--- src/sv/tgr_pkg.sv ---
// shared types and constants of the touch gesture recognizer
package tgr_pkg;

	localparam int SLOT_COUNT_DEF = 5;
	localparam int QUEUE_DEPTH = 2;
	localparam int CFG_INDEX_W = 3;
	localparam int CFG_DATA_W = 16;

	localparam logic [2:0] FLAG_DOWN = 3'd0;
	localparam logic [2:0] FLAG_CONTACT = 3'd4;
	localparam logic [2:0] FLAG_LIFT = 3'd2;

	localparam logic [CFG_INDEX_W-1:0] CFG_VIEW_WIDTH = 3'd0;
	localparam logic [CFG_INDEX_W-1:0] CFG_VIEW_HEIGHT = 3'd1;
	localparam logic [CFG_INDEX_W-1:0] CFG_LONG_HOLD_MS = 3'd2;
	localparam logic [CFG_INDEX_W-1:0] CFG_CLICK_MS = 3'd3;
	localparam logic [CFG_INDEX_W-1:0] CFG_DOUBLE_CLICK_MS = 3'd4;
	localparam logic [CFG_INDEX_W-1:0] CFG_CLOSE_RANGE_PX = 3'd5;

	typedef enum logic [1:0] {
		LE_IDLE,
		LE_START,
		LE_MOVE,
		LE_END
	} le_t;

	typedef enum logic [2:0] {
		EV_START,
		EV_MOVE,
		EV_END,
		EV_HOLD,
		EV_CLICK,
		EV_DCLICK
	} ev_t;

	typedef struct packed {
		logic [11:0] view_width;
		logic [11:0] view_height;
		logic [15:0] long_hold_ms;
		logic [15:0] click_ms;
		logic [15:0] double_click_ms;
		logic [11:0] close_range_px;
	} cfg_t;

	typedef struct packed {
		le_t         kind;
		logic [3:0]  id;
		logic [11:0] x;
		logic [11:0] y;
		logic [31:0] now;
		logic        scan_end;
	} rec_t;

endpackage

--- src/sv/tgr_if.sv ---
// channel interfaces: touch records in, gesture events out, register writes
interface tgr_in_if;
	logic        valid;
	logic        ready;
	logic [2:0]  raw_flag;
	logic [3:0]  finger_id;
	logic [11:0] raw_x;
	logic [11:0] raw_y;
	logic [31:0] now_ms;
	logic        scan_end;

	modport source (output valid, raw_flag, finger_id, raw_x, raw_y, now_ms, scan_end,
		input ready);
	modport sink (input valid, raw_flag, finger_id, raw_x, raw_y, now_ms, scan_end,
		output ready);
endinterface

interface tgr_out_if;
	logic        valid;
	logic        ready;
	logic [2:0]  event_code;
	logic [3:0]  out_id;
	logic [11:0] pos_x;
	logic [11:0] pos_y;
	logic [11:0] origin_x;
	logic [11:0] origin_y;
	logic        last_of_run;

	modport source (output valid, event_code, out_id, pos_x, pos_y, origin_x, origin_y,
		last_of_run, input ready);
	modport sink (input valid, event_code, out_id, pos_x, pos_y, origin_x, origin_y,
		last_of_run, output ready);
endinterface

interface tgr_cfg_if;
	import tgr_pkg::*;
	logic                   valid;
	logic                   ready;
	logic [CFG_INDEX_W-1:0] index;
	logic [CFG_DATA_W-1:0]  data;

	modport source (output valid, index, data, input ready);
	modport sink (input valid, index, data, output ready);
endinterface

--- src/sv/tgr_front.sv ---
// front end: mirrors coordinates, decodes the flag and queues records
module tgr_front #(
	parameter int SLOT_COUNT = tgr_pkg::SLOT_COUNT_DEF
) (
	input  logic            clk,
	input  logic            arst_n,
	input  tgr_pkg::cfg_t   cfg,
	tgr_in_if.sink          touch,
	output logic            head_valid,
	output tgr_pkg::rec_t   head,
	input  logic            pop
);
	import tgr_pkg::*;

	localparam int QW = (QUEUE_DEPTH > 1) ? $clog2(QUEUE_DEPTH) : 1;
	localparam int CW = $clog2(QUEUE_DEPTH + 1);

	rec_t          queue_q [QUEUE_DEPTH];
	logic [QW-1:0] wr_ptr_q;
	logic [QW-1:0] rd_ptr_q;
	logic [CW-1:0] count_q;

	rec_t rec;
	le_t  kind;
	logic keep;
	logic push;
	logic beat;

	always_comb begin
		unique case (touch.raw_flag)
			FLAG_DOWN: kind = LE_START;
			FLAG_CONTACT: kind = LE_MOVE;
			FLAG_LIFT: kind = LE_END;
			default: kind = LE_IDLE;
		endcase
		keep = (kind != LE_IDLE) && (touch.finger_id < 4'(SLOT_COUNT));
		rec.kind = keep ? kind : LE_IDLE;
		rec.id = touch.finger_id;
		rec.x = (touch.raw_x > cfg.view_width) ? 12'd0 : cfg.view_width - touch.raw_x;
		rec.y = (touch.raw_y > cfg.view_height) ? 12'd0 : cfg.view_height - touch.raw_y;
		rec.now = touch.now_ms;
		rec.scan_end = touch.scan_end;
	end

	assign touch.ready = (count_q != CW'(QUEUE_DEPTH));
	assign beat = touch.valid && touch.ready;
	// dropped records that carry no end of scan need no queue slot
	assign push = beat && (keep || touch.scan_end);
	assign head_valid = (count_q != '0);
	assign head = queue_q[rd_ptr_q];

	always_ff @(posedge clk or negedge arst_n) begin
		if (!arst_n) begin
			wr_ptr_q <= '0;
			rd_ptr_q <= '0;
			count_q <= '0;
		end else begin
			if (push) begin
				wr_ptr_q <= (wr_ptr_q == QW'(QUEUE_DEPTH - 1)) ? '0 : wr_ptr_q + 1'b1;
			end
			if (pop) begin
				rd_ptr_q <= (rd_ptr_q == QW'(QUEUE_DEPTH - 1)) ? '0 : rd_ptr_q + 1'b1;
			end
			if (push && !pop) begin
				count_q <= count_q + 1'b1;
			end else if (pop && !push) begin
				count_q <= count_q - 1'b1;
			end
		end
	end

	always_ff @(posedge clk) begin
		if (push) begin
			queue_q[wr_ptr_q] <= rec;
		end
	end

endmodule

--- src/sv/tgr_back.sv ---
// back end: per-slot state, gesture decisions and the output register
module tgr_back #(
	parameter int SLOT_COUNT = tgr_pkg::SLOT_COUNT_DEF
) (
	input  logic            clk,
	input  logic            arst_n,
	input  tgr_pkg::cfg_t   cfg,
	input  logic            head_valid,
	input  tgr_pkg::rec_t   head,
	output logic            pop,
	tgr_out_if.source       evt
);
	import tgr_pkg::*;

	localparam int SLOT_W = (SLOT_COUNT > 1) ? $clog2(SLOT_COUNT) : 1;

	typedef enum logic {
		PH_FIRST,
		PH_SECOND
	} phase_t;

	phase_t      phase_q;
	logic        out_valid_q;
	ev_t         code_q;
	logic [3:0]  id_q;
	logic [11:0] pos_x_q;
	logic [11:0] pos_y_q;
	logic [11:0] origin_x_q;
	logic [11:0] origin_y_q;
	logic        last_q;

	logic [31:0] start_time_q [SLOT_COUNT];
	logic [31:0] prev_click_q [SLOT_COUNT];
	logic [11:0] start_x_q [SLOT_COUNT];
	logic [11:0] start_y_q [SLOT_COUNT];
	logic [11:0] cur_x_q [SLOT_COUNT];
	logic [11:0] cur_y_q [SLOT_COUNT];
	le_t         last_event_q [SLOT_COUNT];
	logic        hold_q [SLOT_COUNT];
	logic        moved_q [SLOT_COUNT];

	logic [SLOT_W-1:0] s;
	logic [31:0]       dt_start;
	logic [31:0]       dt_click;
	logic [11:0]       dx;
	logic [11:0]       dy;
	logic              close;
	logic              has_ev;
	logic              hold_hit;
	logic              dclick_hit;
	logic              click_hit;
	logic              pre;
	ev_t               pre_code;
	ev_t               main_code;
	logic              can_issue;
	logic              issue;
	logic              first_of_two;
	logic              clear_vec [SLOT_COUNT];

	always_comb begin
		s = head.id[SLOT_W-1:0];
		dt_start = head.now - start_time_q[s];
		dt_click = head.now - prev_click_q[s];
		dx = (cur_x_q[s] > start_x_q[s]) ? cur_x_q[s] - start_x_q[s] : start_x_q[s] - cur_x_q[s];
		dy = (cur_y_q[s] > start_y_q[s]) ? cur_y_q[s] - start_y_q[s] : start_y_q[s] - cur_y_q[s];
		close = (dx <= cfg.close_range_px) && (dy <= cfg.close_range_px);
		has_ev = (head.kind != LE_IDLE);
		hold_hit = (head.kind == LE_MOVE) && (dt_start > {16'd0, cfg.long_hold_ms}) &&
			!moved_q[s] && !hold_q[s];
		dclick_hit = (head.kind == LE_END) && (dt_click < {16'd0, cfg.double_click_ms});
		click_hit = (head.kind == LE_END) && !dclick_hit &&
			(dt_start < {16'd0, cfg.click_ms}) && close;
		pre = hold_hit || dclick_hit || click_hit;
		priority if (hold_hit) begin
			pre_code = EV_HOLD;
		end else if (dclick_hit) begin
			pre_code = EV_DCLICK;
		end else begin
			pre_code = EV_CLICK;
		end
		unique case (head.kind)
			LE_START: main_code = EV_START;
			LE_MOVE: main_code = EV_MOVE;
			default: main_code = EV_END;
		endcase
		can_issue = !out_valid_q || evt.ready;
		issue = head_valid && can_issue;
		first_of_two = has_ev && pre && (phase_q == PH_FIRST);
		pop = issue && !first_of_two;
		for (int i = 0; i < SLOT_COUNT; i++) begin
			clear_vec[i] = (has_ev && SLOT_W'(i) == s) ? (head.kind == LE_END) :
				(last_event_q[i] == LE_END);
		end
	end

	always_ff @(posedge clk or negedge arst_n) begin
		if (!arst_n) begin
			phase_q <= PH_FIRST;
			out_valid_q <= 1'b0;
			code_q <= EV_START;
			id_q <= '0;
			pos_x_q <= '0;
			pos_y_q <= '0;
			origin_x_q <= '0;
			origin_y_q <= '0;
			last_q <= 1'b0;
			for (int i = 0; i < SLOT_COUNT; i++) begin
				start_time_q[i] <= '0;
				prev_click_q[i] <= '0;
				start_x_q[i] <= '0;
				start_y_q[i] <= '0;
				cur_x_q[i] <= '0;
				cur_y_q[i] <= '0;
				last_event_q[i] <= LE_IDLE;
				hold_q[i] <= 1'b0;
				moved_q[i] <= 1'b0;
			end
		end else begin
			if (issue && first_of_two) begin
				// leading hold, click or double click beat, slot state left as it was
				out_valid_q <= 1'b1;
				code_q <= pre_code;
				id_q <= head.id;
				pos_x_q <= cur_x_q[s];
				pos_y_q <= cur_y_q[s];
				origin_x_q <= start_x_q[s];
				origin_y_q <= start_y_q[s];
				last_q <= 1'b0;
				phase_q <= PH_SECOND;
			end else if (issue) begin
				phase_q <= PH_FIRST;
				out_valid_q <= has_ev;
				if (has_ev) begin
					code_q <= main_code;
					id_q <= head.id;
					pos_x_q <= head.x;
					pos_y_q <= head.y;
					origin_x_q <= (head.kind == LE_START) ? head.x : start_x_q[s];
					origin_y_q <= (head.kind == LE_START) ? head.y : start_y_q[s];
					last_q <= 1'b1;
					unique case (head.kind)
						LE_START: begin
							start_time_q[s] <= head.now;
							start_x_q[s] <= head.x;
							start_y_q[s] <= head.y;
						end
						LE_MOVE: begin
							if (hold_hit) begin
								hold_q[s] <= 1'b1;
							end
							if (!close) begin
								moved_q[s] <= 1'b1;
							end
						end
						default: begin
							if (click_hit) begin
								prev_click_q[s] <= head.now;
							end
						end
					endcase
					cur_x_q[s] <= head.x;
					cur_y_q[s] <= head.y;
					last_event_q[s] <= (head.scan_end && head.kind == LE_END) ? LE_IDLE :
						head.kind;
				end
				if (head.scan_end) begin
					for (int i = 0; i < SLOT_COUNT; i++) begin
						if (clear_vec[i]) begin
							if (!(has_ev && SLOT_W'(i) == s)) begin
								last_event_q[i] <= LE_IDLE;
							end
							hold_q[i] <= 1'b0;
							moved_q[i] <= 1'b0;
						end
					end
				end
			end else if (evt.ready) begin
				out_valid_q <= 1'b0;
			end
		end
	end

	assign evt.valid = out_valid_q;
	assign evt.event_code = code_q;
	assign evt.out_id = id_q;
	assign evt.pos_x = pos_x_q;
	assign evt.pos_y = pos_y_q;
	assign evt.origin_x = origin_x_q;
	assign evt.origin_y = origin_y_q;
	assign evt.last_of_run = last_q;

endmodule

--- src/sv/touch_gesture_recognizer.sv ---
// top level of the touch gesture recognizer with its register bank
// Takes one touch-slot record per beat on touch and gives Start, Move and End events on evt,
// each preceded by a LongHold, Click or DoubleClick beat when the timing and distance rules are met;
// last_of_run marks the final beat of a record. Coordinates are mirrored against the screen
// size and clamp at 0. A record with a leading gesture beat gives two beats on evt, and an
// ignored record gives none and takes no queue slot when it carries no end of scan; the
// single output register issues one beat per cycle while evt is ready. A two-entry record
// queue separates input from the back end, so input is taken while an event waits on evt
// until the queue is full. A record passes the queue and then the output register. Registers
// are written through cfg (always ready) and should only change while the block is idle.
module touch_gesture_recognizer #(
	parameter int SLOT_COUNT = tgr_pkg::SLOT_COUNT_DEF
) (
	input  logic      clk,
	input  logic      arst_n,
	tgr_in_if.sink    touch,
	tgr_out_if.source evt,
	tgr_cfg_if.sink   cfg
);
	import tgr_pkg::*;

	cfg_t cfg_q;
	logic head_valid;
	rec_t head;
	logic pop;

	assign cfg.ready = 1'b1;

	always_ff @(posedge clk or negedge arst_n) begin
		if (!arst_n) begin
			cfg_q.view_width <= 12'd1024;
			cfg_q.view_height <= 12'd600;
			cfg_q.long_hold_ms <= 16'd1000;
			cfg_q.click_ms <= 16'd300;
			cfg_q.double_click_ms <= 16'd400;
			cfg_q.close_range_px <= 12'd10;
		end else if (cfg.valid) begin
			unique case (cfg.index)
				CFG_VIEW_WIDTH: cfg_q.view_width <= cfg.data[11:0];
				CFG_VIEW_HEIGHT: cfg_q.view_height <= cfg.data[11:0];
				CFG_LONG_HOLD_MS: cfg_q.long_hold_ms <= cfg.data;
				CFG_CLICK_MS: cfg_q.click_ms <= cfg.data;
				CFG_DOUBLE_CLICK_MS: cfg_q.double_click_ms <= cfg.data;
				CFG_CLOSE_RANGE_PX: cfg_q.close_range_px <= cfg.data[11:0];
				default: ;
			endcase
		end
	end

	tgr_front #(
		.SLOT_COUNT(SLOT_COUNT)
	) u_front (
		.clk(clk),
		.arst_n(arst_n),
		.cfg(cfg_q),
		.touch(touch),
		.head_valid(head_valid),
		.head(head),
		.pop(pop)
	);

	tgr_back #(
		.SLOT_COUNT(SLOT_COUNT)
	) u_back (
		.clk(clk),
		.arst_n(arst_n),
		.cfg(cfg_q),
		.head_valid(head_valid),
		.head(head),
		.pop(pop),
		.evt(evt)
	);

`ifndef SYNTHESIS
	a_lead_is_gesture: assert property (@(posedge clk) disable iff (!arst_n)
		evt.valid && !evt.last_of_run |->
		(evt.event_code == EV_HOLD || evt.event_code == EV_CLICK ||
		evt.event_code == EV_DCLICK))
		else $error("leading beat is not a gesture event");

	a_last_is_main: assert property (@(posedge clk) disable iff (!arst_n)
		evt.valid && evt.last_of_run |->
		(evt.event_code == EV_START || evt.event_code == EV_MOVE ||
		evt.event_code == EV_END))
		else $error("final beat is not a start, move or end event");

	a_pop_needs_head: assert property (@(posedge clk) disable iff (!arst_n)
		pop |-> head_valid)
		else $error("queue popped while empty");

	a_lead_holds_record: assert property (@(posedge clk) disable iff (!arst_n)
		evt.valid && !evt.last_of_run |-> head_valid && head.kind != LE_IDLE)
		else $error("record after a gesture beat lost its event");
`endif

endmodule

--- src/flat_wrapper.sv ---
// flat-port wrapper written by rule: the top's interface ports become plain ports
module touch_gesture_recognizer_flat import tgr_pkg::*;
#(
	parameter int SLOT_COUNT = tgr_pkg::SLOT_COUNT_DEF
)
  (clk, arst_n, touch_valid, touch_raw_flag, touch_finger_id, touch_raw_x, touch_raw_y, touch_now_ms, touch_scan_end, touch_ready, evt_valid, evt_event_code, evt_out_id, evt_pos_x, evt_pos_y, evt_origin_x, evt_origin_y, evt_last_of_run, evt_ready, cfg_valid, cfg_index, cfg_data, cfg_ready);
  tgr_in_if touch_i ();
  tgr_out_if evt_i ();
  tgr_cfg_if cfg_i ();
  input  logic clk;
  input  logic arst_n;
  input wire logic [$bits(touch_i.valid)-1:0] touch_valid;
  input wire logic [$bits(touch_i.raw_flag)-1:0] touch_raw_flag;
  input wire logic [$bits(touch_i.finger_id)-1:0] touch_finger_id;
  input wire logic [$bits(touch_i.raw_x)-1:0] touch_raw_x;
  input wire logic [$bits(touch_i.raw_y)-1:0] touch_raw_y;
  input wire logic [$bits(touch_i.now_ms)-1:0] touch_now_ms;
  input wire logic [$bits(touch_i.scan_end)-1:0] touch_scan_end;
  output wire logic [$bits(touch_i.ready)-1:0] touch_ready;
  output wire logic [$bits(evt_i.valid)-1:0] evt_valid;
  output wire logic [$bits(evt_i.event_code)-1:0] evt_event_code;
  output wire logic [$bits(evt_i.out_id)-1:0] evt_out_id;
  output wire logic [$bits(evt_i.pos_x)-1:0] evt_pos_x;
  output wire logic [$bits(evt_i.pos_y)-1:0] evt_pos_y;
  output wire logic [$bits(evt_i.origin_x)-1:0] evt_origin_x;
  output wire logic [$bits(evt_i.origin_y)-1:0] evt_origin_y;
  output wire logic [$bits(evt_i.last_of_run)-1:0] evt_last_of_run;
  input wire logic [$bits(evt_i.ready)-1:0] evt_ready;
  input wire logic [$bits(cfg_i.valid)-1:0] cfg_valid;
  input wire logic [$bits(cfg_i.index)-1:0] cfg_index;
  input wire logic [$bits(cfg_i.data)-1:0] cfg_data;
  output wire logic [$bits(cfg_i.ready)-1:0] cfg_ready;
  assign touch_i.valid = touch_valid;
  assign touch_i.raw_flag = touch_raw_flag;
  assign touch_i.finger_id = touch_finger_id;
  assign touch_i.raw_x = touch_raw_x;
  assign touch_i.raw_y = touch_raw_y;
  assign touch_i.now_ms = touch_now_ms;
  assign touch_i.scan_end = touch_scan_end;
  assign touch_ready = touch_i.ready;
  assign evt_valid = evt_i.valid;
  assign evt_event_code = evt_i.event_code;
  assign evt_out_id = evt_i.out_id;
  assign evt_pos_x = evt_i.pos_x;
  assign evt_pos_y = evt_i.pos_y;
  assign evt_origin_x = evt_i.origin_x;
  assign evt_origin_y = evt_i.origin_y;
  assign evt_last_of_run = evt_i.last_of_run;
  assign evt_i.ready = evt_ready;
  assign cfg_i.valid = cfg_valid;
  assign cfg_i.index = cfg_index;
  assign cfg_i.data = cfg_data;
  assign cfg_ready = cfg_i.ready;
  touch_gesture_recognizer #(.SLOT_COUNT(SLOT_COUNT)) u_core (.clk(clk), .arst_n(arst_n), .touch(touch_i), .evt(evt_i), .cfg(cfg_i));
endmodule
--- config.mk ---
export PLATFORM = sky130hd
export DESIGN_NAME = touch_gesture_recognizer_flat
export DESIGN_NICKNAME = d
export VERILOG_FILES = /design/src/sv/tgr_pkg.sv /design/src/sv/tgr_if.sv /design/src/sv/tgr_front.sv /design/src/sv/tgr_back.sv /design/src/sv/touch_gesture_recognizer.sv /design/src/flat_wrapper.sv
export SDC_FILE = /design/constraint.sdc
export NUM_CORES = 2
export LEC_CHECK = 0
export BUFFER_PORTS_ARGS = -buffer_cell sky130_fd_sc_hd__buf_2
export CORE_MARGIN = 3
export CORE_UTILIZATION = 50
export DETAILED_ROUTE_END_ITERATION = 7
export GPL_ROUTABILITY_DRIVEN = 0
export MAX_ROUTING_LAYER = met4
export PLACE_DENSITY = 0.69
export SKIP_CTS_REPAIR_TIMING = 1
export SYNTH_ARGS = -nofsm -noshare
export SYNTH_HDL_FRONTEND = slang
export SYNTH_SLANG_ARGS = --single-unit
export TNS_END_PERCENT = 1
--- constraint.sdc ---
create_clock -name clk -period 9.1 [get_ports clk]
set_clock_uncertainty 0.15 [all_clocks]
set_input_delay 2.275 -clock clk [delete_from_list [all_inputs] [get_ports clk]]
set_output_delay 2.275 -clock clk [all_outputs]
set_load 0.01 [all_outputs]
==> impl_metrics.env <==
export IMPL_status="finished clean"
export IMPL_cp_slowest_cell="o21ai_0"
export IMPL_fin_nets=4111
export IMPL_final_common_cell="dfrtp_1"
export IMPL_fillers=7284
export IMPL_finalPower_uw=19990
export IMPL_fin_util_pct=56.80
export IMPL_rsz0062_at_grt="false"
export IMPL_cts_root_buf="clkbuf_16"
export IMPL_synthSimpleGateAreaFrac_pct=6.500
export IMPL_pre_cts_ws_ps=52.34
export IMPL_syn_cell_area_um2=45450
export IMPL_overflow=0
export IMPL_ir_drop_v=0.0003298
export IMPL_crit_family="compound AO/OA/AOI/OAI gates"
export IMPL_fmax_mhz=115.9
export IMPL_clk_pin_slew_worst_paths_ps=60
export IMPL_criticalPathCategory="reg2reg"
export IMPL_slew_headroom_pct=21.96
export IMPL_whs_ps=322.8
export IMPL_route_detailed_drc=0
export IMPL_startpoint="u_core.u_front.rd_ptr_q$_DFFE_PN0P_"
export IMPL_p_per_area_nw_per_um2=394.6
export IMPL_synth_seq_cells=852
export IMPL_yosysWarnings=0
export IMPL_finalHoldViolCount=0
export IMPL_async_flop_share_pct=85.21
export IMPL_routed_wl_mm=121.1
export IMPL_maxCapViolCount=0
export IMPL_synth_top_area_cell="dfrtp_1"
export IMPL_design_portCount=147
export IMPL_cts_sinks=852
export IMPL_dr_total_vias=30812
export IMPL_area_growth_syn_to_layout_pct=11.47
export IMPL_min_period_over_period_pct=94.82
export IMPL_min_to="u_core.u_back.evt.pos_x[0]$_DFFE_PN0P_"
export IMPL_ys_top_cells_by_area="dfrtp_1 39%, mux2_2 13%, edfxtp_1 8.3%"
export IMPL_grt_pass1_wl_mm=187.9
export IMPL_synth_distinct_cells=81
export IMPL_start_util_pct=50.95
export IMPL_synthAdderAreaFrac_pct=6.079
export IMPL_p_int_uw=11750
export IMPL_synth_cells=3721
export IMPL_ys_flop_type="dfrtp_1"
export IMPL_viasPerCell=6.095
export IMPL_die_h_um=307.5
export IMPL_core_area_um2=89190
export IMPL_p_clk_share_pct=18.9
export IMPL_first_pass_iters=6
export IMPL_layout_drive_gt1_share_pct=30.86
export IMPL_cts_buffer_depth=3
export IMPL_portBuffers=145
export IMPL_worstRegToRegCells=28
export IMPL_critPathBufInv=5
export IMPL_worst_pin_slew_ps=1171
export IMPL_die_w_um=307.5
export IMPL_worstReg2RegStart="u_core.u_front.rd_ptr_q$_DFFE_PN0P_"
export IMPL_numCtsBuffers=93
export IMPL_num_rows=109
export IMPL_synthXorXnorAreaFrac_pct=1.657
export IMPL_clk_latency_ps=680
export IMPL_leakagePower_uw=0.02275
export IMPL_finalSetupTns_ps=0
export IMPL_cp_max_fo=48
export IMPL_seqCellArea_um2=21980
export IMPL_power_frac_seq_pct=28.6
export IMPL_r2r_end="u_core.u_back.start_time_q[85]$_DFFE_PN0P_"
export IMPL_dieArea_um2=94550
export IMPL_wl_per_cell_um=23.95
export IMPL_required_ps=9490
export IMPL_power_switching_uw=8237
export IMPL_synth_avg_cell_area_um2=12.21
export IMPL_tritoncts="done"
export IMPL_hold_depth=2
export IMPL_layout_cells_most_common_list="705 x dfrtp_1, 541 x mux2_2, 211 x nand2_1"
export IMPL_finalSetupViolations=0
export IMPL_slew_violations=0
export IMPL_syn_num_nets=4025
export IMPL_synthMuxAreaShare_pct=23.34
export IMPL_grt_max_degree=182
export IMPL_hp_class="reg2reg"
export IMPL_htreeDepth=3
export IMPL_synth_top_cell_area_share_pct=38.87
export IMPL_switching_share_pct=41.21
export IMPL_drtIter0Drc=3061
export IMPL_synth_top_family_by_area="multiplexers"
export IMPL_pwr_share_comb_pct=52.6
export IMPL_synth_compound_area_share_pct=9.842
export IMPL_arrival_ps=9020
export IMPL_end_kind="flip-flop"
export IMPL_min_from="u_core.u_back.evt.pos_x[0]$_DFFE_PN0P_"
export IMPL_cp_start_kind="flip-flop"
export IMPL_reg2reg_slack_ps=470
export IMPL_fin_ws_ps=471.3
export IMPL_synth_edf_count=126
export IMPL_layout_min_cycle_time_ps=8629
export IMPL_seq_area_frac_synth_pct=48.36
export IMPL_postRouteAntennaNets=0
export IMPL_antenna_found_initial=2
export IMPL_track_usage_pct=26.46
export IMPL_multi_input_area_um2=21750
export IMPL_max_stage_delay_ps=630
export IMPL_dp_final_hpwl_mm=80.15
export IMPL_grt_pass1_vias=30880
[state kept, by name, indices dropped and copies added (netlist names)]
register / cells
u_core.u_back.evt.last_of_run: 1
u_core.u_front.queue_q: 126
u_core.u_back.evt.event_code: 3
u_core.u_back.evt.out_id: 4
u_core.u_back.evt.pos_x: 12
u_core.cfg_q: 84
u_core.u_back.prev_click_q: 160
u_core.u_front.wr_ptr_q: 1
u_core.u_back.start_x_q: 60
u_core.u_back.evt.origin_y: 12
u_core.u_back.cur_y_q: 60
u_core.u_back.start_time_q: 160
u_core.u_front.count_q: 2
u_core.u_front.rd_ptr_q: 1
u_core.u_back.moved_q: 5
u_core.u_back.evt.pos_y: 12
u_core.u_back.last_event_q: 10
u_core.u_back.phase_q: 1
u_core.u_back.evt.valid: 1
u_core.u_back.hold_q: 5
u_core.u_back.start_y_q: 60
u_core.u_back.evt.origin_x: 12
u_core.u_back.cur_x_q: 60
[power groups by stage]
stage	logic (uW)	clock network [uW]	registers [uW]
2_1_floorplan	7370	0	5560
3_3_place_gp	10100	0	5710
3_5_place_dp	10200	0	5740
4_1_cts	10300	3830	5690
5_1_grt	11500	3990	5830
6_report	10500	3770	5710
[synthesized netlist by cell type (22+ instances only)]
cell type  instances
mux2i_1           65
nand2_1          212
xnor2_1           58
buf_2             29
inv_1            176
a211oi_1          45
nand4_1           40
and3_1            22
o21ai_0          160
a22oi_1           80
a21o_1            42
nand3_1           44
buf_6             30
ha_1             208
dfrtp_1          706
a21oi_1          164
nor2_1           145
nor3_1            68
mux2_2           543
mux2_4           120
edfxtp_1         126
clkbuf_1         147
nor2b_1           23
xor2_1            28
mux4_2            84
[per-layer routing]
layer	wire length [um]	vias up	part of all wire, %	global-route usage (%)
met5	0	-	0	-
met4	3425	0	2.8	8.407
met3	7264	219	6.0	3.755
met2	53470	1025	44	38.47
met1	56920	15840	47	38.53
li1	-	13728	-	-
[worst register-to-register path: cells and delay by family, from the launching register on]
kind / cells / cell delay (ps)
and+or+nand+nor: 6 / 1500
AOI/OAI and AO/OA: 12 / 2860
buffers and inverters: 5 / 1570
xor gates and xnor gates: 1 / 330
DFF: 1 / 560
adders and majority gates: 2 / 660
muxes: 2 / 870
[stage by stage]
| stage | area [um^2] | instances |
|---|---|---|
| 2_1_floorplan | 45450 | 3721 |
| 4_1_cts | 50600 | 5052 |
| 6_report | 50660 | 5055 |
| 5_1_grt | 50660 | 5055 |
| 3_3_place_gp | 47540 | 4876 |
| 3_5_place_dp | 47540 | 4876 |
[area by class of cell]
| cell class | instances | share of cell area [%] |
|---|---|---|
| antenna | 2 | 0.009879 |
| clock buffer | 128 | 5.239 |
| clock inverter | 48 | 0.7953 |
| inverter | 176 | 1.304 |
| multi-input combinational | 2448 | 42.93 |
| sequential | 852 | 43.39 |
| tap | 1165 | 2.877 |
| timing repair buffer | 236 | 3.458 |
[how the worst max path moves through the flow]
stage,end,slack [ps],cells after the start
floorplan,u_core.u_front.count_q[1]$_DFFE_PN0P_,650,35
finish,u_core.u_back.start_time_q[85]$_DFFE_PN0P_,470,28
CTS,u_core.u_back.evt.origin_x[4]$_DFFE_PN0P_,-9,30
global route,u_core.u_back.evt.pos_x[4]$_DFFE_PN0P_,40,31
detailed placement,u_core.u_back.evt.pos_x[2]$_DFFE_PN0P_,50,30
global placement,u_core.u_back.evt.pos_x[5]$_DFFE_PN0P_,250,29
[kinds of logic (layout without fill, tap and decap cells)]
kind of cell             after synthesis  count (layout)
adder cells (fa/ha/maj)              216             216
multiplexers                         825             825
AO/OA/AOI/OAI                        691             691
flip-flops                           852             852
XOR/XNOR                              86              86
AND/OR/NAND/NOR                      628             629
other                                  1               3
buffers and inverters                422             588
Power figures use the tool's default switching activity.
